`src/rtl/core/argb_pixel_compositor_assert.svh`:
```
// Assertion macros for the pixel compositor.
// ASSERT_IMPLIES checks a consequent in the same cycle, ASSERT_NEXT in the following cycle.
`ifndef ARGB_PIXEL_COMPOSITOR_ASSERT_SVH
`define ARGB_PIXEL_COMPOSITOR_ASSERT_SVH

`ifndef SYNTHESIS
`define APC_ASSERT_IMPLIES(label, clk, rst, ante, cons, msg) \
   label: assert property (@(posedge clk) disable iff (rst) (ante) |-> (cons)) \
      else $error(msg);
`define APC_ASSERT_NEXT(label, clk, rst, ante, cons, msg) \
   label: assert property (@(posedge clk) disable iff (rst) (ante) |=> (cons)) \
      else $error(msg);
`else
`define APC_ASSERT_IMPLIES(label, clk, rst, ante, cons, msg)
`define APC_ASSERT_NEXT(label, clk, rst, ante, cons, msg)
`endif

`endif

```
`src/rtl/core/apc_pkg.sv`:
```
package apc_pkg;

   // Blend mode codes
   typedef enum logic [1:0] {
      MODE_COPY    = 2'd0,
      MODE_ALPHA   = 2'd1,
      MODE_OPACITY = 2'd2,
      MODE_TINT    = 2'd3
   } apc_mode_type;

   // Configuration register indexes
   localparam logic REG_OPACITY = 1'b0;
   localparam logic REG_TINT    = 1'b1;

   localparam logic [7:0]  OPACITY_RESET = 8'hFF;
   localparam logic [23:0] TINT_RESET    = 24'h000000;
   localparam logic [15:0] ROUND_BIAS    = 16'd128;
   localparam logic [7:0]  ALPHA_FULL    = 8'hFF;

   // Word after the alpha stages: blend factor and operands
   typedef struct packed {
      logic        written;
      logic [7:0]  alpha;
      logic [23:0] color;
      logic [31:0] dest;
   } apc_mix_type;

   // Word after the product stage: per-channel rounded sums (R, G, B)
   typedef struct packed {
      logic             written;
      logic [2:0][15:0] sum;
      logic [31:0]      dest;
   } apc_sum_type;

   // Exact rounded divide by 255 of a biased 16-bit sum
   function automatic logic [7:0] apc_div255(input logic [15:0] t);
      logic [16:0] s;
      begin
         s = {1'b0, t} + {9'b0, t[15:8]};
         return s[15:8];
      end
   endfunction

endpackage

```
`src/rtl/core/apc_req_if.sv`:
```
interface apc_req_if import apc_pkg::*; ();
   logic        valid;
   logic        ready;
   logic [1:0]  mode;
   logic [31:0] source_pixel;
   logic [31:0] dest_pixel;

   modport source (output valid, output mode, output source_pixel, output dest_pixel,
                   input ready);
   modport sink   (input valid, input mode, input source_pixel, input dest_pixel,
                   output ready);
endinterface

```
`src/rtl/core/apc_rsp_if.sv`:
```
interface apc_rsp_if import apc_pkg::*; ();
   logic        valid;
   logic        ready;
   logic [31:0] result_pixel;
   logic        written;

   modport source (output valid, output result_pixel, output written, input ready);
   modport sink   (input valid, input result_pixel, input written, output ready);
endinterface

```
`src/rtl/core/apc_alpha.sv`:
```
module apc_alpha import apc_pkg::*; (
   input  logic        clock,
   input  logic        reset,
   apc_req_if.sink     req_chan,
   input  logic [7:0]  opacity,
   input  logic [23:0] tint_color,
   output logic        out_valid,
   input  logic        out_ready,
   output apc_mix_type out_word
);

   logic         s1_valid_ff, s1_valid_in;
   apc_mode_type s1_mode_ff;
   logic [7:0]   s1_alpha_ff;
   logic [15:0]  s1_prod_ff, s1_prod_in;
   logic [23:0]  s1_color_ff, s1_color_in;
   logic [31:0]  s1_dest_ff;
   logic         s2_valid_ff, s2_valid_in;
   apc_mix_type  s2_word_ff, s2_word_in;
   logic         s1_en, s2_en;
   logic [7:0]   s2_alpha;

   // stage enables collapse bubbles
   assign s2_en          = !s2_valid_ff || out_ready;
   assign s1_en          = !s1_valid_ff || s2_en;
   assign req_chan.ready = s1_en;

   // stage 1: opacity product and color select
   always_comb begin
      s1_valid_in = req_chan.valid;
      s1_prod_in  = ({8'b0, req_chan.source_pixel[31:24]} * {8'b0, opacity}) + ROUND_BIAS;
      case (apc_mode_type'(req_chan.mode))
         MODE_TINT: s1_color_in = tint_color;
         default:   s1_color_in = req_chan.source_pixel[23:0];
      endcase
   end

   // stage 2: blend factor per mode; zero factor means skip
   always_comb begin
      case (s1_mode_ff)
         MODE_COPY:    s2_alpha = ALPHA_FULL;
         MODE_OPACITY: s2_alpha = apc_div255(s1_prod_ff);
         default:      s2_alpha = s1_alpha_ff;
      endcase
      s2_valid_in        = s1_valid_ff;
      s2_word_in.written = (s2_alpha != 8'd0);
      s2_word_in.alpha   = s2_alpha;
      s2_word_in.color   = s1_color_ff;
      s2_word_in.dest    = s1_dest_ff;
   end

   always_ff @(posedge clock) begin
      if (reset) begin
         s1_valid_ff <= 1'b0;
         s2_valid_ff <= 1'b0;
      end else begin
         if (s1_en) s1_valid_ff <= s1_valid_in;
         if (s2_en) s2_valid_ff <= s2_valid_in;
      end
      if (s1_en) begin
         s1_mode_ff  <= apc_mode_type'(req_chan.mode);
         s1_alpha_ff <= req_chan.source_pixel[31:24];
         s1_prod_ff  <= s1_prod_in;
         s1_color_ff <= s1_color_in;
         s1_dest_ff  <= req_chan.dest_pixel;
      end
      if (s2_en) s2_word_ff <= s2_word_in;
   end

   assign out_valid = s2_valid_ff;
   assign out_word  = s2_word_ff;

endmodule

```
`src/rtl/core/apc_mix.sv`:
```
module apc_mix import apc_pkg::*; (
   input  logic        clock,
   input  logic        reset,
   input  logic        in_valid,
   output logic        in_ready,
   input  apc_mix_type in_word,
   apc_rsp_if.source   rsp_chan
);

   logic        s3_valid_ff;
   apc_sum_type s3_word_ff, s3_word_in;
   logic        s4_valid_ff;
   logic [31:0] s4_pixel_ff, s4_pixel_in;
   logic        s4_written_ff;
   logic        s3_en, s4_en;
   logic [7:0]  inv_alpha;
   logic [2:0][7:0] chan;

   assign s4_en    = !s4_valid_ff || rsp_chan.ready;
   assign s3_en    = !s3_valid_ff || s4_en;
   assign in_ready = s3_en;

   // stage 3: per-channel v*a + d*(255-a) + 128
   always_comb begin
      inv_alpha          = ALPHA_FULL - in_word.alpha;
      s3_word_in.written = in_word.written;
      s3_word_in.dest    = in_word.dest;
      for (int c = 0; c < 3; c++) begin
         s3_word_in.sum[c] = ({8'b0, in_word.color[c*8 +: 8]} * {8'b0, in_word.alpha})
                           + ({8'b0, in_word.dest[c*8 +: 8]} * {8'b0, inv_alpha})
                           + ROUND_BIAS;
      end
   end

   // stage 4: divide by 255; skipped pixels pass the destination through
   always_comb begin
      for (int c = 0; c < 3; c++) begin
         chan[c] = apc_div255(s3_word_ff.sum[c]);
      end
      if (s3_word_ff.written) begin
         s4_pixel_in = {8'h00, chan[2], chan[1], chan[0]};
      end else begin
         s4_pixel_in = s3_word_ff.dest;
      end
   end

   always_ff @(posedge clock) begin
      if (reset) begin
         s3_valid_ff <= 1'b0;
         s4_valid_ff <= 1'b0;
      end else begin
         if (s3_en) s3_valid_ff <= in_valid;
         if (s4_en) s4_valid_ff <= s3_valid_ff;
      end
      if (s3_en) s3_word_ff <= s3_word_in;
      if (s4_en) begin
         s4_pixel_ff   <= s4_pixel_in;
         s4_written_ff <= s3_word_ff.written;
      end
   end

   assign rsp_chan.valid        = s4_valid_ff;
   assign rsp_chan.result_pixel = s4_pixel_ff;
   assign rsp_chan.written      = s4_written_ff;

endmodule

```
`src/rtl/core/argb_pixel_compositor.sv`:
```
// Channel   Dir  Handshake        Word
// req_chan  in   valid/ready      mode, source_pixel, dest_pixel
// rsp_chan  out  valid/ready      result_pixel, written
// csr_*     in   csr_write_en     csr_index, csr_write_data (no read-back)
//
// Four register stages: opacity product, blend factor, channel products,
// divide by 255 into the output register. One pixel per cycle unless rsp_chan
// stalls; accepted pixels pass the stages in that order. Reset (synchronous)
// empties the pipe and loads opacity 255, tint black. A stall on rsp_chan
// holds the word in the output register; earlier stages keep filling empty
// slots and req_chan backs off only when every stage holds a word.
module argb_pixel_compositor import apc_pkg::*; (
   input  logic        clock,
   input  logic        reset,
   apc_req_if.sink     req_chan,
   apc_rsp_if.source   rsp_chan,
   input  logic        csr_write_en,
   input  logic        csr_index,
   input  logic [23:0] csr_write_data
);

   `include "argb_pixel_compositor_assert.svh"

   logic [7:0]  opacity_ff;
   logic [23:0] tint_ff;
   logic        mix_valid;
   logic        mix_ready;
   apc_mix_type mix_word;

   // configuration registers
   always_ff @(posedge clock) begin
      if (reset) begin
         opacity_ff <= OPACITY_RESET;
         tint_ff    <= TINT_RESET;
      end else if (csr_write_en) begin
         case (csr_index)
            REG_OPACITY: opacity_ff <= csr_write_data[7:0];
            REG_TINT:    tint_ff    <= csr_write_data;
            default:     ;
         endcase
      end
   end

   apc_alpha u_alpha (
      .clock      (clock),
      .reset      (reset),
      .req_chan   (req_chan),
      .opacity    (opacity_ff),
      .tint_color (tint_ff),
      .out_valid  (mix_valid),
      .out_ready  (mix_ready),
      .out_word   (mix_word)
   );

   apc_mix u_mix (
      .clock    (clock),
      .reset    (reset),
      .in_valid (mix_valid),
      .in_ready (mix_ready),
      .in_word  (mix_word),
      .rsp_chan (rsp_chan)
   );

   // written pixels never carry an alpha byte
   `APC_ASSERT_IMPLIES(a_written_alpha_clear, clock, reset, rsp_chan.valid && rsp_chan.written, rsp_chan.result_pixel[31:24] == 8'h00, "written pixel has nonzero alpha")
   // pipe comes out of reset empty
   `APC_ASSERT_NEXT(a_reset_empty, clock, 1'b0, reset, !rsp_chan.valid && !mix_valid, "pipeline not empty after reset")
   // opacity write lands in the register
   `APC_ASSERT_NEXT(a_opacity_write, clock, reset, csr_write_en && (csr_index == REG_OPACITY), opacity_ff == $past(csr_write_data[7:0]), "opacity write lost")

endmodule
```
`src/flat_wrapper.sv`:
```
// flat-port wrapper written by rule: the top's interface ports become plain ports
module argb_pixel_compositor_flat import apc_pkg::*;
  (clock, reset, csr_write_en, csr_index, csr_write_data, req_chan_valid, req_chan_mode, req_chan_source_pixel, req_chan_dest_pixel, req_chan_ready, rsp_chan_valid, rsp_chan_result_pixel, rsp_chan_written, rsp_chan_ready);
  apc_req_if req_chan_i ();
  apc_rsp_if rsp_chan_i ();
  input  logic clock;
  input  logic reset;
  input  logic csr_write_en;
  input  logic csr_index;
  input  logic [23:0] csr_write_data;
  input wire logic [$bits(req_chan_i.valid)-1:0] req_chan_valid;
  input wire logic [$bits(req_chan_i.mode)-1:0] req_chan_mode;
  input wire logic [$bits(req_chan_i.source_pixel)-1:0] req_chan_source_pixel;
  input wire logic [$bits(req_chan_i.dest_pixel)-1:0] req_chan_dest_pixel;
  output wire logic [$bits(req_chan_i.ready)-1:0] req_chan_ready;
  output wire logic [$bits(rsp_chan_i.valid)-1:0] rsp_chan_valid;
  output wire logic [$bits(rsp_chan_i.result_pixel)-1:0] rsp_chan_result_pixel;
  output wire logic [$bits(rsp_chan_i.written)-1:0] rsp_chan_written;
  input wire logic [$bits(rsp_chan_i.ready)-1:0] rsp_chan_ready;
  assign req_chan_i.valid = req_chan_valid;
  assign req_chan_i.mode = req_chan_mode;
  assign req_chan_i.source_pixel = req_chan_source_pixel;
  assign req_chan_i.dest_pixel = req_chan_dest_pixel;
  assign req_chan_ready = req_chan_i.ready;
  assign rsp_chan_valid = rsp_chan_i.valid;
  assign rsp_chan_result_pixel = rsp_chan_i.result_pixel;
  assign rsp_chan_written = rsp_chan_i.written;
  assign rsp_chan_i.ready = rsp_chan_ready;
  argb_pixel_compositor u_core (.clock(clock), .reset(reset), .req_chan(req_chan_i), .rsp_chan(rsp_chan_i), .csr_write_en(csr_write_en), .csr_index(csr_index), .csr_write_data(csr_write_data));
endmodule
```
`config.mk`:
```
export PLATFORM = sky130hd
export DESIGN_NAME = argb_pixel_compositor_flat
export DESIGN_NICKNAME = d
export VERILOG_FILES = /design/src/rtl/core/apc_pkg.sv /design/src/rtl/core/apc_req_if.sv /design/src/rtl/core/apc_rsp_if.sv /design/src/rtl/core/apc_alpha.sv /design/src/rtl/core/apc_mix.sv /design/src/rtl/core/argb_pixel_compositor.sv /design/src/flat_wrapper.sv
export VERILOG_INCLUDE_DIRS = /design/src /design/src/rtl/core
export SDC_FILE = /design/constraint.sdc
export NUM_CORES = 1
export LEC_CHECK = 0
export BUFFER_PORTS_ARGS = -buffer_cell sky130_fd_sc_hd__buf_4
export CAP_MARGIN = 20
export CORE_ASPECT_RATIO = 1.75
export CORE_MARGIN = 1.5
export CORE_UTILIZATION = 61
export DETAILED_ROUTE_END_ITERATION = 12
export PLACE_DENSITY = 0.79
export SETUP_SLACK_MARGIN = 0.2
export SLEW_MARGIN = 25
export SYNTH_ARGS = -nofsm -noshare
export SYNTH_HDL_FRONTEND = slang
export SYNTH_SLANG_ARGS = --single-unit
```
`constraint.sdc`:
```
create_clock -name clock -period 18.1 [get_ports clock]
set_input_delay 0.905 -clock clock [delete_from_list [all_inputs] [get_ports clock]]
set_output_delay 0.905 -clock clock [all_outputs]
set_load 0.05 [all_outputs]
```
==> results.toml, run 1 <==
[routing]
drt_iter0_drc = 947
vias = 17200
via_per_inst = 5.49
wl_per_cell_microns = 18.0
ant_nets = 0
first_pass_iters = 5
drt-total-wl_microns = 56500
drc_errors = 0

[synthesis]
synth_mux_area_frac = 0.0126
synthCells = 2443
yosysWarnings = 0
async_flop_share = 0
synthDistinctLibCells = 65
syn_area_per_cell_sq_um = 10.8
ys_ff_latch = 297
synth_fa_ha_area_frac = 0.372
synth_compound_area_frac = 0.0491
syn-cell-area_sq_um = 26400
synth_top_family_by_area = "adder cells"
yosys.area_share.simple = 0.140
synth_edf_count = 261
synth_seq_area_share = 0.324
synth_ff_type = "edfxtp_1"
synth-xor-area-share = 0.0245

[timing]
rsz0062_at_grt = "no"
fin_skew_ns = 0.0218
fin_crit_sh = 0.356
setup_viol = 0
relSlewSlack = 0.332
worstMarginPinSlew_ns = 0.999
hold_viol_final = 0
min_period_ns = 6.44
hold_slack_ns = 0.415
clock.fmax_mhz = 155
drv_slew = 0
timing.setup.tns_ns = 0

[grt]
grt_max_degree = 70
grt_pass1_wl_microns = 94200
first_global_vias = 19100
grt-ovfl-total = 0
antenna_found_initial = 0
grt_usage = 0.269

[worst_setup_path]
endpoint = "u_core.u_mix.s3_word_ff[47]"
startpoint_type = "flip-flop"
path_class = "reg -> reg"
required_ns = 18.40
r2r-end = "u_core.u_mix.s3_word_ff[47]"
crit_fanout = 33
r2r_cells = 20
arrival_ns = 6.75
critPathCaptureType = "flip-flop"
r2r_start = "u_core.u_alpha.out_word[61]"
r2r_setup_slack_ns = 11.66
crit_path_start = "u_core.u_alpha.out_word[61]"

[final_layout]
fin_util = 0.677
layout_common_cells = "488 x inv_1, 325 x fa_1, 265 x ha_1, 261 x edfxtp_1, 194 x nand2_1"
final_layout_size_suffix_gt1_frac = 0.0908
multiInputGateArea_sq_um = 15800
fill_cells = 3229
final-seq-area_sq_um = 8560
num-nets-final = 3241
area_growth_pct = 9.32
final_common_cell = "inv_1"

[placement]
hpwl_microns = 43700
gp_congestion = 0.897
port_buffers = 130

[die]
die_x_microns = 160
die_h_microns = 278
rows = 100
start_util = 0.620
dieArea_sq_um = 44600
coreArea_sq_um = 42700
io_pins = 131

[clock_tree]
cts_hold_buf = 0
cts_root_buffer = "clkbuf_16"
clock_path_buffers = 3
numCtsBuffers = 28
cts_resized = 0
postCtsSetupBuffers = 0
cts_tree = "yes"
clkLatencyLatePin_ns = 0.58
cts.clk_slew.worst_paths_ns = 0.07
clock-sinks = 297
htreeDepth = 1

[outcome]
status = "finished, final reports clean"

[flow_run]
max-cap-violations = 0

[min_path]
hp-class = "reg -> reg"
hold_path_depth = 0
==> cells in the mapped netlist (8+ instances only) <==
cell	instances	area, sq um
dfxtp_1	36	721
mux2_2	27	304
a21oi_1	85	425
nand2_1	197	739
o21ai_1	11	55.1
and2_1	142	888
o21ai_0	11	55.1
o21bai_1	9	67.6
ha_1	265	3320
nor2_1	71	267
nand3_1	16	80.1
a211o_1	8	70.1
a21o_1	19	143
edfxtp_1	261	7840
nand2b_1	72	450
nor3_1	26	130
xor2_1	16	140
fa_1	325	6510
inv_1	489	1840
xnor2_1	58	508
clkbuf_1	55	206
nor2b_1	144	901
==> registers in the layout, summed over array words and instances (netlist names) <==
register and flops:
u_core.opacity_ff 8, u_core.tint_ff 24, u_core.u_alpha.out_valid 1, u_core.u_alpha.out_word 65, u_core.u_alpha.s1_alpha_ff 8, u_core.u_alpha.s1_color_ff 24
u_core.u_alpha.s1_dest_ff 32, u_core.u_alpha.s1_mode_ff 2, u_core.u_alpha.s1_prod_ff 16, u_core.u_alpha.s1_valid_ff 1, u_core.u_mix.rsp_chan.result_pixel 32, u_core.u_mix.rsp_chan.valid 1
u_core.u_mix.rsp_chan.written 1, u_core.u_mix.s3_valid_ff 1, u_core.u_mix.s3_word_ff 81
==> cell families after synthesis <==
| group | count (synthesis) |
|---|---|
| and+or+nand+nor | 701 |
| adders and majority gates | 590 |
| buffers and inverters | 552 |
| DFF | 297 |
| AOI/OAI and AO/OA | 198 |
| xor gates and xnor gates | 74 |
| muxes | 30 |
| other | 1 |
==> worst min path at each step <==
stage | start | slack, ns | to
floorplan | u_core.u_alpha.s1_dest_ff[0] | 0.40 | u_core.u_alpha.out_word[0]
finish | u_core.u_alpha.s1_dest_ff[23] | 0.42 | u_core.u_alpha.out_word[23]
global route | u_core.u_alpha.s1_dest_ff[23] | 0.42 | u_core.u_alpha.out_word[23]
detailed placement | u_core.u_alpha.s1_dest_ff[14] | 0.40 | u_core.u_alpha.out_word[14]
CTS | u_core.u_alpha.s1_dest_ff[23] | 0.41 | u_core.u_alpha.out_word[23]
global placement | u_core.u_alpha.s1_dest_ff[20] | 0.40 | u_core.u_alpha.out_word[20]
==> layout make-up <==
class,count,share of cell area
Antenna cell,1,0.0000866
Multi-Input combinational cell,1596,0.548
Timing Repair Buffer,143,0.0371
Tap cell,561,0.0243
Clock buffer,33,0.0267
Clock inverter,19,0.00446
Sequential cell,297,0.296
Inverter,489,0.0635
==> routing by layer <==
metal	vias to the layer above	wire [microns]	global-route usage
met2	501	31100	0.512
met1	8611	20400	0.302
met4	0	2500	0.119
li1	7979	-	-
met3	153	2410	0.0250
met5	-	0	0
==> worst max-delay path: stages (launching register included) <==
cell and delay (ns):
edfxtp_1 0.62, buf_4 0.37, nand2b_1 0.22, fa_1 0.54, inv_1 0.05, fa_1 0.47
inv_1 0.05, fa_1 0.47, inv_1 0.05, fa_1 0.46, fa_1 0.50, inv_1 0.05
fa_1 0.48, inv_1 0.04, ha_1 0.40, a31oi_1 0.38, nand2_1 0.09, a21oi_1 0.32
o21ai_0 0.17, a21oi_1 0.27, o211ai_1 0.15
==> per-stage QoR <==
stage	area (sq um)	worst slack [ns]	instances
floorplan	26400	12.35	2445
global placement	28000	12.06	3086
detailed placement	28000	11.76	3086
CTS	28900	11.73	3138
global route	28900	11.36	3138
finish	28900	11.66	3139
Power of run 1 is not shown: default switching activity piles up to over one toggle a cycle in this logic, so the estimate is an artifact.
==> run 2, diff against run 1 <==
Settings changed: ABC_AREA set to 1.
Clock period 18.1 ns to 6.07 ns, I/O delays scaled along.
==> results.toml, run 2 <==
[die]
coreArea_sq_um = 43600
start_util = 0.619
die_h_microns = 281
dieArea_sq_um = 45600
io_pins = 131
die_x_microns = 162
rows = 101

[synthesis]
synth_seq_area_share = 0.317
yosysTopAreaCell = "edfxtp_1"
synth_top_area_frac = 0.290
synthCells = 2908
ys_ff_latch = 297
synthDistinctLibCells = 47
syn_area_per_cell_sq_um = 9.29
synth_ff_type = "edfxtp_1"
async_flop_share = 0
yosysMostFrequentCell = "inv_1"
synth_edf_count = 261
yosysWarnings = 0
syn-cell-area_sq_um = 27000
yosys-top-cells-count = "746 x inv_1, 577 x nand2_1, 325 x fa_1"
synth_area_leaders = "edfxtp_1 29%, fa_1 24%, ha_1 12%"

[worst_setup_path]
required_ns = 6.38
cpMaxStageDelayCell = "fa_1"
path_class = "reg -> reg"
cp.depth = 19
r2r_setup_slack_ns = 0.42
crit_path_start = "u_core.u_alpha.out_word[59]"
crit_fanout = 36
cp_num_buf_inv = 4
path_cells = "buf_4 > nand2_1 > fa_1 > fa_1 > fa_1 > inv_1 > fa_1 > fa_1 > inv_1 > fa_1 > inv_1 > ha_1 > a21oi_1 > o21ai_1 > a21oi_1 > o21ai_1 > nand2_1 > nand2_1 > xor2_1"
endpoint = "u_core.u_mix.s3_word_ff[76]"
critPathCaptureType = "flip-flop"
slowest_delay_ns = 0.53
arrival_ns = 5.96
r2r_start = "u_core.u_alpha.out_word[59]"
crit_top_cell = "fa_1"
startpoint_type = "flip-flop"
crit_family = "adder cells"
r2r-end = "u_core.u_mix.s3_word_ff[76]"
r2r_cells = 19

[final_layout]
layout_common_cells = "744 x inv_1, 575 x nand2_1, 325 x fa_1, 265 x ha_1, 261 x edfxtp_1"
final_common_cell = "inv_1"
final_layout_size_suffix_gt1_frac = 0.0830
largest_reg_flops = 81
antennaDiodeCount = 0
largest-register = "u_core.u_mix.s3_word_ff"
num-nets-final = 3750
area_growth_pct = 11.3
fill_cells = 3208

[routing]
drt-total-wl_microns = 63300
vias = 19700
wl_per_cell_microns = 17.3
drt_iter0_drc = 1091
first_pass_iters = 6
via_per_inst = 5.39
ant_nets = 0
drc_errors = 0

[timing]
min_period_ns = 5.65
clock.fmax_mhz = 177
hold_viol_final = 0
fin_skew_ns = 0.0135
timing.setup.tns_ns = 0
relSlewSlack = 0.405
drv_slew = 0
setup_viol = 0
fin_crit_sh = 0.930
rsz0062_at_grt = "no"
worstMarginPinSlew_ns = 0.893

[clock_tree]
cts_root_buffer = "clkbuf_16"
clkLatencyLatePin_ns = 0.57
clock-sinks = 297
clock_path_buffers = 3
numCtsBuffers = 27
cts_tree = "yes"
cts_resized = 0
cts.clk_slew.worst_paths_ns = 0.07
htreeDepth = 1

[placement]
hpwl_microns = 50000
gp_congestion = 0.963
port_buffers = 130

[grt]
grt-ovfl-total = 0
grt_max_degree = 72
antenna_found_initial = 0
grt_pass1_wl_microns = 103000
first_global_vias = 21600
grt_usage = 0.292

[flow_run]
max-cap-violations = 0

[outcome]
status = "finished, final reports clean"

[min_path]
hp-class = "in -> reg"
==> run 2: cell types whose count changed after synthesis, sizes merged, moves of 32 or more <==
cell,change
and2,-141
inv,+259
nand2,+381
nand2b,-72
nand3,+57
nor2,+172
nor2b,-144
o21ai,+32
xnor2,-37
==> run 2: area by class of cell <==
class / instances / area, sq um / area share
clock buffer: 30 / 687 / 0.0229
clock inverter: 19 / 158 / 0.00525
inverter: 750 / 2820 / 0.0938
multi-input combinational: 1769 / 15300 / 0.508
sequential: 297 / 8560 / 0.285
tap: 566 / 708 / 0.0236
timing repair buffer: 219 / 1840 / 0.0614
==> run 2: metal layers <==
metal | part of all wire | up-vias | global-route usage
li1 | - | 9100 | -
met1 | 0.34 | 9552 | 0.303
met3 | 0.045 | 274 | 0.0285
met2 | 0.54 | 736 | 0.551
met5 | 0 | - | 0
met4 | 0.076 | 0 | 0.197
==> run 2: worst min-delay path by stage <==
stage          cells after the start                             to  slack [ns]                          start
6_report                           3             u_core.tint_ff[12]        0.03             csr_write_data[12]
5_1_grt                            1  u_core.u_alpha.s1_alpha_ff[7]        0.02      req_chan_source_pixel[31]
4_1_cts                            1  u_core.u_alpha.s1_alpha_ff[7]       0.004      req_chan_source_pixel[31]
3_5_place_dp                       0    u_core.u_alpha.out_word[20]        0.40  u_core.u_alpha.s1_dest_ff[20]
3_3_place_gp                       0    u_core.u_alpha.out_word[29]        0.40  u_core.u_alpha.s1_dest_ff[29]
2_1_floorplan                      1     u_core.u_alpha.s1_valid_ff        0.37                          reset
==> run 2: timing repair <==
action,in CTS,in global routing
hold buffers,65,0
hold endpoints to repair,73,0
setup buffers,0,0
==> run 2: cells by family after synthesis <==
family                     Yosys count  share of synthesized area
muxes                               24                     0.0100
buffers and inverters              844                      0.118
AOI/OAI and AO/OA                  159                     0.0342
and+or+nand+nor                    935                      0.138
other                                1                   0.000139
DFF                                297                      0.317
adders and majority gates          590                      0.364
xor gates and xnor gates            58                     0.0188
==> run 2: stage by stage <==
stage | worst slack (ns) | std cells | hold WS (ns) | util | area [sq um]
5_1_grt | 0.248 | 3650 | 0.0194 | 0.689 | 30000
3_3_place_gp | 0.594 | 3536 | 0.401 | 0.655 | 28500
2_1_floorplan | 0.246 | 2910 | 0.373 | - | 27000
3_5_place_dp | 0.545 | 3536 | 0.405 | 0.655 | 28500
4_1_cts | 0.494 | 3650 | 0.00374 | 0.689 | 30000
6_report | 0.425 | 3650 | 0.0253 | 0.689 | 30000
==> run 2: tightest hold or removal path, cell delays in order <==
cell	delay, ns
buf_4	0.08
o21ai_0	0.07
nor2_1	0.10
Power of run 2 is left out for the same reason.
==> run 3, diff against run 2 <==
Settings changed: BUFFER_PORTS_ARGS -buffer_cell sky130_fd_sc_hd__buf_4 to not set, CORE_ASPECT_RATIO 1.75 to 0.6, DONT_BUFFER_PORTS set to 1, MAX_ROUTING_LAYER set to met4, PLACE_DENSITY 0.79 to 0.77.
==> results.toml, run 3 (synthesized netlist as in run 2, its figures left out) <==
[worst_setup_path]
r2r-end = "u_core.u_mix.s3_word_ff[76]"
crit_family = "adder cells"
crit_top_cell = "fa_1"
required_ns = 6.41
cp.depth = 19
r2r_start = "u_core.u_alpha.out_word[58]"
crit_fanout = 15
r2r_cells = 19
slowest_delay_ns = 0.64
path_class = "reg -> reg"
cp_num_buf_inv = 4
startpoint_type = "flip-flop"
r2r_setup_slack_ns = 0.40
arrival_ns = 6.01
path_cells = "clkinvlp_4 > nand2_1 > fa_1 > fa_1 > inv_1 > fa_1 > fa_1 > fa_1 > inv_1 > fa_1 > inv_1 > ha_1 > a21oi_1 > o21ai_1 > a21oi_1 > o21ai_1 > nand2_1 > nand2_1 > xor2_1"
critPathCaptureType = "flip-flop"
cpMaxStageDelayCell = "fa_1"

[clock_tree]
postCtsSetupBuffers = 0
numCtsBuffers = 28
cts.clk_slew.worst_paths_ns = 0.08
clock-sinks = 297
cts_tree = "yes"
clkLatencyLatePin_ns = 0.60
htreeDepth = 1
cts_root_buffer = "clkbuf_16"
clock_path_buffers = 3

[timing]
rsz0062_at_grt = "no"
drv_slew = 0
worstMarginPinSlew_ns = 0.935
hold_viol_final = 0
timing.setup.tns_ns = 0
worst_slack_ns = 0.401
relSlewSlack = 0.376
min_period_ns = 5.67
fin_crit_sh = 0.934
fin_skew_ns = 0.0291
setup_viol = 0
clock.fmax_mhz = 176

[die]
rows = 59
die_h_microns = 166
dieArea_sq_um = 45600
die_x_microns = 275
coreArea_sq_um = 43500
start_util = 0.621
io_pins = 131

[flow_run]
max-cap-violations = 0

[final_layout]
fill_cells = 3231
largest_reg_flops = 81
final_common_cell = "inv_1"
layout_common_cells = "742 x inv_1, 575 x nand2_1, 325 x fa_1, 265 x ha_1, 261 x edfxtp_1"
num-nets-final = 3645
area_growth_pct = 9.17
final_layout_size_suffix_gt1_frac = 0.0426
fin_util = 0.678
largest-register = "u_core.u_mix.s3_word_ff"

[routing]
vias = 19600
wl_per_cell_microns = 18.5
first_pass_iters = 7
drt-total-wl_microns = 65900
via_per_inst = 5.50
drt_iter0_drc = 1975
ant_nets = 0
drc_errors = 0

[placement]
hpwl_microns = 50600
gp_congestion = 0.963
pre_cts_ws_ns = 0.375
port_buffers = 0

[min_path]
hp-class = "in -> reg"
hold_path_depth = 3
min-delay-start = "req_chan_source_pixel[24]"
hold_end = "u_core.u_alpha.s1_prod_ff[1]"

[grt]
first_global_vias = 20700
grt_usage = 0.310
grt_pass1_wl_microns = 107000
antenna_found_initial = 4
grt-ovfl-total = 0
grt_max_degree = 57

[outcome]
status = "finished, final reports clean"
[run 3: changes by cell type in the layout (fill, tap and decap cells not counted), moves of 2 or more]
cell	previous run	this run
clkinv_1	4	2
buf_6	0	2
buf_4	151	16
clkbuf_8	0	2
inv_1	744	742
dlygate4sd3_1	65	92
inv_6	4	2
clkinv_2	6	4
diode_2	0	2
bufinv_16	1	4
[run 3: area by class of cell]
type                    count  area [sq um]  share of cell area
clock inverters            16           229             0.00777
flip-flops and latches    297          8560               0.290
inverters                 750          2830              0.0958
multi-input cells        1769         15300               0.518
clock buffers              34           743              0.0252
diodes                      2          5.00            0.000170
repair buffers            113          1120              0.0381
well taps                 579           724              0.0246
[run 3: through the flow]
| stage | cell area, sq um | std cells | hold slack (ns) |
|---|---|---|---|
| after floorplan | 27000 | 2910 | 0.373 |
| after global placement | 27600 | 3416 | 0.374 |
| after detailed placement | 27600 | 3416 | 0.375 |
| after CTS | 29500 | 3558 | 0.0121 |
| after global routing | 29500 | 3560 | 0.0544 |
| final | 29500 | 3560 | 0.0344 |
[run 3: routing by layer]
layer / part of all wire / track usage / vias to the layer above
met1: 0.42 / 0.440 / 9418
met3: 0.12 / 0.0691 / 188
met2: 0.43 / 0.449 / 1077
met5: 0 / - / -
li1: - / - / 8883
met4: 0.033 / 0.0927 / 0
[run 3: worst reg2reg max path, cell delays in order (launching register included)]
cell	delay, ns
edfxtp_1	0.45
clkinvlp_4	0.34
nand2_1	0.18
fa_1	0.46
fa_1	0.52
inv_1	0.06
fa_1	0.64
fa_1	0.46
fa_1	0.49
inv_1	0.05
fa_1	0.47
inv_1	0.04
ha_1	0.34
a21oi_1	0.15
o21ai_1	0.08
a21oi_1	0.21
o21ai_1	0.17
nand2_1	0.09
nand2_1	0.06
xor2_1	0.15
[run 3: what timing repair did]
action | in CTS | in global routing
endpoints found under the setup margin | 0 | 10
hold endpoints to repair | 102 | 0
gates resized for setup | 0 | 4
hold buffers | 92 | 0
[run 3: worst max-delay path by stage]
stage                                startpoint                       endpoint  slack (ns)
CTS                 u_core.u_alpha.out_word[57]    u_core.u_mix.s3_word_ff[59]        0.35
global route        u_core.u_alpha.out_word[58]    u_core.u_mix.s3_word_ff[78]        0.18
floorplan           u_core.u_mix.rsp_chan.valid  u_core.u_alpha.s1_alpha_ff[0]        0.25
finish              u_core.u_alpha.out_word[58]    u_core.u_mix.s3_word_ff[76]        0.40
detailed placement  u_core.u_alpha.out_word[57]    u_core.u_mix.s3_word_ff[59]        0.37
global placement    u_core.u_alpha.out_word[62]    u_core.u_mix.s3_word_ff[79]        0.55
Power of run 3 is left out for the same reason.
